==> src/sq4dd_pkg.sv <==
// ============================================================================
// sq4dd_pkg
// Shared widths, constants, codes and helpers of the 4-bit scalar
// quantization distance unit.
// ============================================================================
`timescale 1ns / 1ps
`default_nettype none

package sq4dd_pkg;

    // fixed point
    localparam int FRAC_BITS   = 16;
    localparam int SHIFT       = 32 - 2 * FRAC_BITS;
    localparam int SHIFT_L     = (SHIFT > 0) ? SHIFT : 0;
    localparam int SHIFT_R     = (SHIFT < 0) ? -SHIFT : 0;

    // field widths
    localparam int CODE_W      = 4;
    localparam int BYTE_W      = 2 * CODE_W;
    localparam int VALUE_W     = 32;
    localparam int RANGE_W     = 31;
    localparam int DIST_W      = 64;

    // division of the range by 15 through a reciprocal
    localparam int RECIP_W     = 32;
    localparam logic [RECIP_W-1:0] RECIP15 = 32'd2290649225;
    localparam int RECIP_SHIFT = 35;
    localparam int RPROD_W     = RANGE_W + RECIP_W;
    localparam int Q_W         = RPROD_W - RECIP_SHIFT;
    localparam int CQ_W        = Q_W + CODE_W;

    // datapath widths
    localparam int DQ_W        = 34;
    localparam int OP_W        = DQ_W + 1;
    localparam int PL_W        = 16;
    localparam int PH_W        = OP_W - PL_W;
    localparam int HH_W        = 2 * PH_W;
    localparam int HL_W        = PH_W + PL_W + 1;
    localparam int LL_W        = 2 * (PL_W + 1);
    localparam int TERM_W      = 2 * OP_W;
    localparam int SUM_W       = TERM_W + 1;
    localparam int SH_W        = SUM_W + SHIFT_L;
    localparam int ACC_W       = SH_W + 1;

    localparam int LANE_STAGES = 6;

    // configuration port
    localparam int CFG_INDEX_W = 4;
    localparam int CFG_DATA_W  = 32;
    localparam logic [CFG_INDEX_W-1:0] REG_METRIC = 4'd0;
    localparam logic [CFG_INDEX_W-1:0] REG_SOURCE = 4'd1;

    typedef enum logic {
        METRIC_IP = 1'b0,
        METRIC_L2 = 1'b1
    } metric_t;

    typedef enum logic {
        SRC_QUERY = 1'b0,
        SRC_CODES = 1'b1
    } source_t;

    typedef struct packed {
        logic    adv;
        source_t source;
        metric_t metric;
    } lane_ctrl_t;

    typedef struct packed {
        logic adv;
        logic valid;
        logic last;
    } merge_ctrl_t;

    // floor(p / 15) for p below 240: 137 / 2048 is close enough to 1/15
    function automatic logic [CODE_W-1:0] div15_small(input logic [BYTE_W-1:0] p);
        logic [15:0] t;
        t = 16'(p) * 16'd137;
        return t[14:11];
    endfunction

endpackage

`default_nettype wire

==> src/sq4dd_merge.sv <==
// ============================================================================
// sq4dd_merge
// Adds the two lane terms, scales to 32 fractional bits, accumulates with
// saturation and holds the result word.
// ============================================================================
`timescale 1ns / 1ps
`default_nettype none

module sq4dd_merge
    import sq4dd_pkg::*;
(
    input  wire                      clk,
    input  wire                      rst_n,
    input  merge_ctrl_t              ctrl,
    input  wire  signed [TERM_W-1:0] term_even,
    input  wire  signed [TERM_W-1:0] term_odd,
    output logic                     result_valid,
    output logic signed [DIST_W-1:0] distance,
    output logic                     saturated
);

    logic                     m1_valid_reg, m1_last_reg;
    logic signed [SH_W-1:0]   t_reg;
    logic signed [SUM_W-1:0]  t_sum;
    logic signed [SH_W-1:0]   t_ext, t_next;

    logic signed [DIST_W-1:0] sum_acc_reg, sum_acc_next;
    logic                     sat_seen_reg, sat_seen_next;
    logic                     result_valid_reg, result_valid_next;
    logic signed [DIST_W-1:0] distance_reg, distance_next;
    logic                     saturated_reg, saturated_next;

    logic signed [ACC_W-1:0]  acc;
    logic                     ovf;
    logic signed [DIST_W-1:0] acc_sat;

    always_comb
    begin
        t_sum  = SUM_W'(term_even) + SUM_W'(term_odd);
        t_ext  = SH_W'(t_sum);
        t_next = (t_ext <<< SHIFT_L) >>> SHIFT_R;
    end

    always_ff @(posedge clk or negedge rst_n)
    begin
        if (!rst_n)
        begin
            m1_valid_reg <= 1'b0;
        end
        else if (ctrl.adv)
        begin
            m1_valid_reg <= ctrl.valid;
        end
    end

    always_ff @(posedge clk)
    begin
        if (ctrl.adv)
        begin
            m1_last_reg <= ctrl.last;
            t_reg       <= t_next;
        end
    end

    always_comb
    begin
        acc = ACC_W'(sum_acc_reg) + ACC_W'(t_reg);
        ovf = acc[ACC_W-1:DIST_W-1] != {(ACC_W-DIST_W+1){acc[ACC_W-1]}};
        if (!ovf)
            acc_sat = acc[DIST_W-1:0];
        else if (acc[ACC_W-1])
            acc_sat = {1'b1, {(DIST_W-1){1'b0}}};
        else
            acc_sat = {1'b0, {(DIST_W-1){1'b1}}};

        sum_acc_next      = sum_acc_reg;
        sat_seen_next     = sat_seen_reg;
        result_valid_next = result_valid_reg;
        distance_next     = distance_reg;
        saturated_next    = saturated_reg;

        if (ctrl.adv)
        begin
            result_valid_next = 1'b0;
            if (m1_valid_reg)
            begin
                if (m1_last_reg)
                begin
                    result_valid_next = 1'b1;
                    distance_next     = acc_sat;
                    saturated_next    = sat_seen_reg | ovf;
                    sum_acc_next      = '0;
                    sat_seen_next     = 1'b0;
                end
                else
                begin
                    sum_acc_next  = acc_sat;
                    sat_seen_next = sat_seen_reg | ovf;
                end
            end
        end
    end

    always_ff @(posedge clk or negedge rst_n)
    begin
        if (!rst_n)
        begin
            sum_acc_reg      <= '0;
            sat_seen_reg     <= 1'b0;
            result_valid_reg <= 1'b0;
        end
        else
        begin
            sum_acc_reg      <= sum_acc_next;
            sat_seen_reg     <= sat_seen_next;
            result_valid_reg <= result_valid_next;
        end
    end

    always_ff @(posedge clk)
    begin
        distance_reg  <= distance_next;
        saturated_reg <= saturated_next;
    end

    assign result_valid = result_valid_reg;
    assign distance     = distance_reg;
    assign saturated    = saturated_reg;

endmodule

`default_nettype wire

==> config.mk <==
export PLATFORM = sky130hd
export DESIGN_NAME = sq4dd_merge
export DESIGN_NICKNAME = d
export VERILOG_FILES = /design/src/sq4dd_pkg.sv /design/src/sq4dd_merge.sv
export SDC_FILE = /design/constraint.sdc
export NUM_CORES = 1
export LEC_CHECK = 0
export BUFFER_PORTS_ARGS = -buffer_cell sky130_fd_sc_hd__clkbuf_2
export CAP_MARGIN = 40
export CORE_ASPECT_RATIO = 0.9
export CORE_UTILIZATION = 55
export DETAILED_ROUTE_END_ITERATION = 8
export PLACE_DENSITY = 0.77
export SYNTH_ARGS = -nofsm -noshare
export SYNTH_HDL_FRONTEND = slang
export SYNTH_SLANG_ARGS = --single-unit
==> constraint.sdc <==
create_clock -name clk -period 5.7 [get_ports clk]
set_input_delay 1.14 -clock clk [delete_from_list [all_inputs] [get_ports clk]]
set_output_delay 1.14 -clock clk [all_outputs]
set_load 0.02 [all_outputs]
# After elaboration in Yosys (flattened, before gate mapping)
# Cells that the tools add are included.
[word_totals]
register_bits = 204
in_bits = 145
wordCells = 20
[op_classes]
n_addsub = 2
eq_ne = 1
muxes = 6
n_bitwise = 1
n_reduce_logical = 2
[op_table]
columns = ["cell", "n"]
rows = [
  ["two-way mux 64 bit", 3],
  ["adder 64 x 71 -> 72 bit", 1],
  ["adder 70 x 70 -> 71 bit", 1],
  ["!= test 8 bit", 1],
  ["two-way mux 1 bit", 3],
  ["AND reduction 3 bit", 1],
  ["AND reduction 2 bit", 1],
  ["OR 1 bit", 1],
]

# Longest topological paths before layout
[logic_depth]
depth_word = 4
mapped_depth = 17

# Worst setup path after synthesis
# Ideal clock, no wire load.
[synth_path]
path_kind = "input to register"
start = "input term_even[12]"
end = "register t_reg[69] (data pin)"
setup_ns = 0.265
arrival_ns = 4.055
t_required_ns = 5.435
setup_slack_ns = 1.380
cell_stages = 13
cell_sequence = "ha_1 -> a21o_1 -> o21bai_1 -> a221oi_1 -> nor4b_1 -> a211oi_1 -> nor3_1 -> a21oi_1 -> a2111oi_0 -> o31ai_1 -> a32oi_1 -> o21ai_0 -> xor2_1"
[synth_via]
elab_chain_cells = 1
[synth_lines]
columns = ["element", "line_no", "rtl"]
rows = [
  ["from (decl)", "sq4dd_merge.sv:15", "input wire signed [TERM_W-1:0] term_even,"],
  ["adder 70 x 70 -> 71 bit", "sq4dd_merge.sv:39", "t_sum = SUM_W'(term_even) + SUM_W'(term_odd);"],
  ["named net t_ext[69]", "sq4dd_merge.sv:25", "logic signed [SH_W-1:0] t_ext, t_next;"],
  ["to (signal assigned)", "sq4dd_merge.sv:61", "t_reg <= t_next;"],
  ["to (decl)", "sq4dd_merge.sv:23", "logic signed [SH_W-1:0] t_reg;"],
]
# The timed path passes the listed nets, and every way through them passes these cells.
# A chain may end at the register's enable or synchronous reset.

# Final worst setup path
[layout_path]
start = "register sum_acc_reg[0]"
end = "register sum_acc_reg[48]"
[layout_via]
elab_chain_cells = 4
[layout_lines]
columns = ["element", "line_no", "rtl"]
rows = [
  ["from (decl)", "sq4dd_merge.sv:27", "logic signed [DIST_W-1:0] sum_acc_reg, sum_acc_next;"],
  ["from (signal assigned)", "sq4dd_merge.sv:114", "sum_acc_reg <= sum_acc_next;"],
  ["adder 64 x 71 -> 72 bit *", "sq4dd_merge.sv:67", "acc = ACC_W'(sum_acc_reg) + ACC_W'(t_reg);"],
  ["!= test 8 bit / two-way mux 64 bit (equally long branches)", "sq4dd_merge.sv:68, sq4dd_merge.sv:71", ""],
  ["two-way mux 64 bit *", "sq4dd_merge.sv:69", "if (!ovf)"],
  ["two-way mux 64 bit *", "sq4dd_merge.sv:87", "if (m1_last_reg)"],
]
# Every way passes the cells marked *; elsewhere a longest branch is shown, timed or not.

==> summary.md <==
| Metric | Value |
|---|---|
| 1st-pass router iterations | `7` |
| Crit-path most repeated cell | `a211oi_1` |
| Worst EP required | `6080 ps` |
| Overflow after GRT | `0` |
| DP Wirelength | `33.5 mm` |
| Wire length of the first global-routing pass | `68.1 mm` |
| Slew HR | `40.9%` |
| DP Cell Count | `roughly 2.1k` |
| Worst EP arrival | `roughly 5500 ps` |
| Placed cell area | `16,800 um2` |
| Clock power frac | `roughly 17%` |
| Clock root buffer | `clkbuf_16` |
| Number of buffers and inverters on the critical path | `2` |
| Initial DRC count | `1,034` |
| Syn nets | `1,926` |
| Top Family by Delay on Critical Path | `compound AO/OA/AOI/OAI gates` |
| Max cap viols | `0` |
| Clock buffer depth | `3` |
| Die width | `179 um` |
| Status | `finished, final reports clean` |
| IO buf count | `210` |
| Worst path slowest cell | `o211a_1` |
| Clock-pin slew on the worst setup and hold paths | `60 ps` |
| DRT antenna net count | `0` |
| Area grow syn2layout | `13.3%` |
| Synth Warn # | `0` |
| Post-Syn Area per Cell | `9.45 um2` |
| Max FFs per register | `71` |
| Most area-consuming cells after synthesis | `edfxtp_1 (27%), ha_1 (11%), dfrtp_1 (11%)` |
| Placement Setup Slack | `350 ps` |
| Part of the Yosys area used for sequential elements | `a little under two fifths` |
| Post-route setup TNS | `0 ps` |
| Pint | `4.52 mW` |
| Die height | `161 um` |
| Post-CTS setup repair buffer count | `0` |
| Num CTS Buffers | `22` |
| H-tree depth | `1` |
| Initial Util | `56.7%` |
| Cell area after synthesis | `about 15,000 um2` |
| Sw power | `3.68 mW` |
| Placer Congestion | `0.972` |
| Synth area leader | `edfxtp_1` |
| Routed WL per cell | `19.9 um` |
| Post-synth EDFFs | `137` |
| Routed WL | `between 40 and 50 mm` |
| Fin. max-slew vios | `0` |
| Final Cell Area | `17,500 um2` |
| Ports | `between 200 and 250` |
| Core area | `27,300 um2` |
| Number of buffers inserted by hold repair at cts | `0` |
| Crit-path cells | `ha_1 > inv_1 > fa_1 > nor2b_1 > o31ai_2 > a211oi_1 > a211oi_1 > o21ai_0 > a41o_1 > a41oi_1 > nor2_1 > xor2_1 > o21ai_1 > o211a_1 > buf_12 > a221o_1` |
| Clock Sinks | `204` |
| Pin count of the biggest net entering global routing | `67` |
| Max frequency | `195 MHz` |
| Setup WS post-layout | `562 ps` |
| Vias/cell | `6.25` |
| Fin crit share | `90.1%` |
| Logic pwr share | `a little under three fifths` |
| Startpoint Class | `flip-flop` |
| FP Rows | `57` |
| GR Util All Layers | `29.9%` |
| Tmin final | `5140 ps` |
| Leak | `7.67 nW` |
| Crit. End Element | `flip-flop` |
| CP max FO | `49` |
| Most used flip-flop cell after synthesis | `edfxtp_1` |
| CTS tree | `yes` |
| Post-synth cell types | `79` |
| Clock skew | `12.7 ps` |
| Initial antenna violation count | `0` |
| Sequential Power Share | `between 20% and 30%` |
| Switching fraction of total power | `44.8%` |
| Critical Setup Path Class | `reg -> reg` |
| Share of the synthesized area in the top cell type | `26.6%` |
| Full die area | `28,800 um2` |
| Worst path max stage delay | `540 ps` |
| Total vias in the final route | `13.7k` |
| Share of post-route cells with drive strength above 1 | `15.8%` |
| Tightest Pin Transition | `between 800 and 900 ps` |
| Post-CTS Resized | `0` |
| Clk_lat worst skew | `510 ps` |
| Fin. Hold Viols | `0` |
| Worst ir drop on vdd | `0.244 mV` |
| Pwr/cell area | `467 nW/um2` |
| Fillcell total | `about 2.3k` |
| Asr flop ratio synth | `32.8%` |
| Non-filler cells, final | `about 2.2k` |
| #FFs+latches synth | `between 200 and 250` |
| Setup violations, final | `0` |
| Vias in the first global route | `12.6k` |
| Worst min path class | `reg -> reg` |
| Cells after Synth | `1,638` |
| Antenna diodes | `0` |
| RSZ-0062 raised after global routing | `false` |
| Residual DRC count | `0` |
| Nets | `about 2.1k` |
==> kinds of logic (layout without fill, tap and decap cells) <==
family / after synthesis / in the layout / synth area share, %
compound gates: 560 / 560 / 24.6
xor+xnor: 132 / 132 / 7.47
fa+ha+maj: 143 / 143 / 11.7
buf+inv: 107 / 303 / 3.10
flops: 204 / 204 / 37.4
mux: 2 / 2 / 0.137
simple gates: 490 / 490 / 15.6
==> per-stage QoR <==
step / hold slack, ps / power (mW) / utilization (%)
after global placement: 485 / 6.64 / 61.5
after global routing: 511 / 8.72 / 64.2
after CTS: 502 / 8.13 / 64.2
after floorplan: 463 / 5.48 / -
final: 503 / 8.20 / 64.2
after detailed placement: 485 / 6.71 / 61.7
==> synth_stat cells (7+ instances only) <==
cell,instances
a21o_1,49
nand4_1,32
and3_1,16
o21ai_0,112
nor3_1,22
nand2b_1,65
nand3_1,33
dfrtp_1,67
a21oi_1,157
xnor2_1,81
nor2b_1,12
nor4_1,8
o21a_1,17
edfxtp_1,137
and2_1,12
nand2_1,164
buf_2,19
or2_2,8
or3_1,9
a221o_1,66
buf_6,7
a211o_1,9
o211ai_1,7
clkbuf_1,43
nor2_1,91
a31oi_1,15
o21bai_1,24
a211oi_1,17
inv_1,36
a221oi_1,7
ha_1,141
o31ai_1,10
xor2_1,51
==> worst paths after layout <==
check / start / cells past startpoint / slack (ps) / end
min reg2reg: sat_seen_reg$_DFFE_PN0P_ / 1 / 500 / sat_seen_reg$_DFFE_PN0P_
max reg2reg: sum_acc_reg[0]$_DFFE_PN0P_ / 16 / 560 / sum_acc_reg[48]$_DFFE_PN0P_
max: sum_acc_reg[0]$_DFFE_PN0P_ / 16 / 560 / sum_acc_reg[48]$_DFFE_PN0P_
max in group asynchronous: rst_n / 3 / 4600 / sum_acc_reg[54]$_DFFE_PN0P_
min in group asynchronous: rst_n / 2 / 540 / sum_acc_reg[10]$_DFFE_PN0P_
min: sat_seen_reg$_DFFE_PN0P_ / 1 / 500 / sat_seen_reg$_DFFE_PN0P_
==> layout by cell type, fill, tap and decap left out, drive strengths merged, types with 7 or more instances in the layout <==
master,synthesis,layout
a21oi,158,158
clkinv,0,8
xor2,51,51
o211ai,7,7
edfxtp,137,137
buf,26,19
nand3,33,33
o31ai,11,11
nand2b,65,65
and2,12,12
nor2,91,91
nor4,9,9
a21boi,7,7
o21ai,117,117
o21a,17,17
a21o,49,49
and3,16,16
a31oi,15,15
a221oi,7,7
clkbuf,45,239
or2,8,8
a211o,9,9
xnor2,81,81
a221o,66,66
inv,36,36
nor3,24,24
nand4,32,32
a211oi,17,17
o21bai,24,24
or3,9,9
ha,141,141
nor2b,12,12
nand2,164,164
dfrtp,67,67
==> power by group through the flow <==
stage                     Clock [mW]  Combinational [mW]  Sequential [mW]
after global placement             0                4.33             2.31
after detailed placement           0                4.40             2.31
after global routing            1.45                4.94             2.32
after CTS                       1.40                4.44             2.29
after floorplan                    0                3.17             2.31
final                           1.37                4.53             2.30
==> per-layer routing <==
metal / part of all wire, % / GRT usage, % / vias up / routed length (um)
li1: - / - / 6579 / -
met3: 9.0 / 5.23 / 43 / 3930
met5: 0 / 0 / - / 0
met4: 1.6 / 5.32 / 0 / 681
met2: 41 / 43.5 / 572 / 18000
met1: 48 / 46.6 / 6480 / 20900
==> cell type report <==
cell class,instances,area [um2],area share [%]
Tap cell,354,443,2.52
Multi-Input combinational cell,1327,9240,52.6
Inverter,36,135,0.770
Sequential cell,204,5790,33.0
Clock buffer,31,656,3.74
Timing Repair Buffer,227,1240,7.05
Clock inverter,9,48.8,0.278
Power figures use the tool's default switching activity.
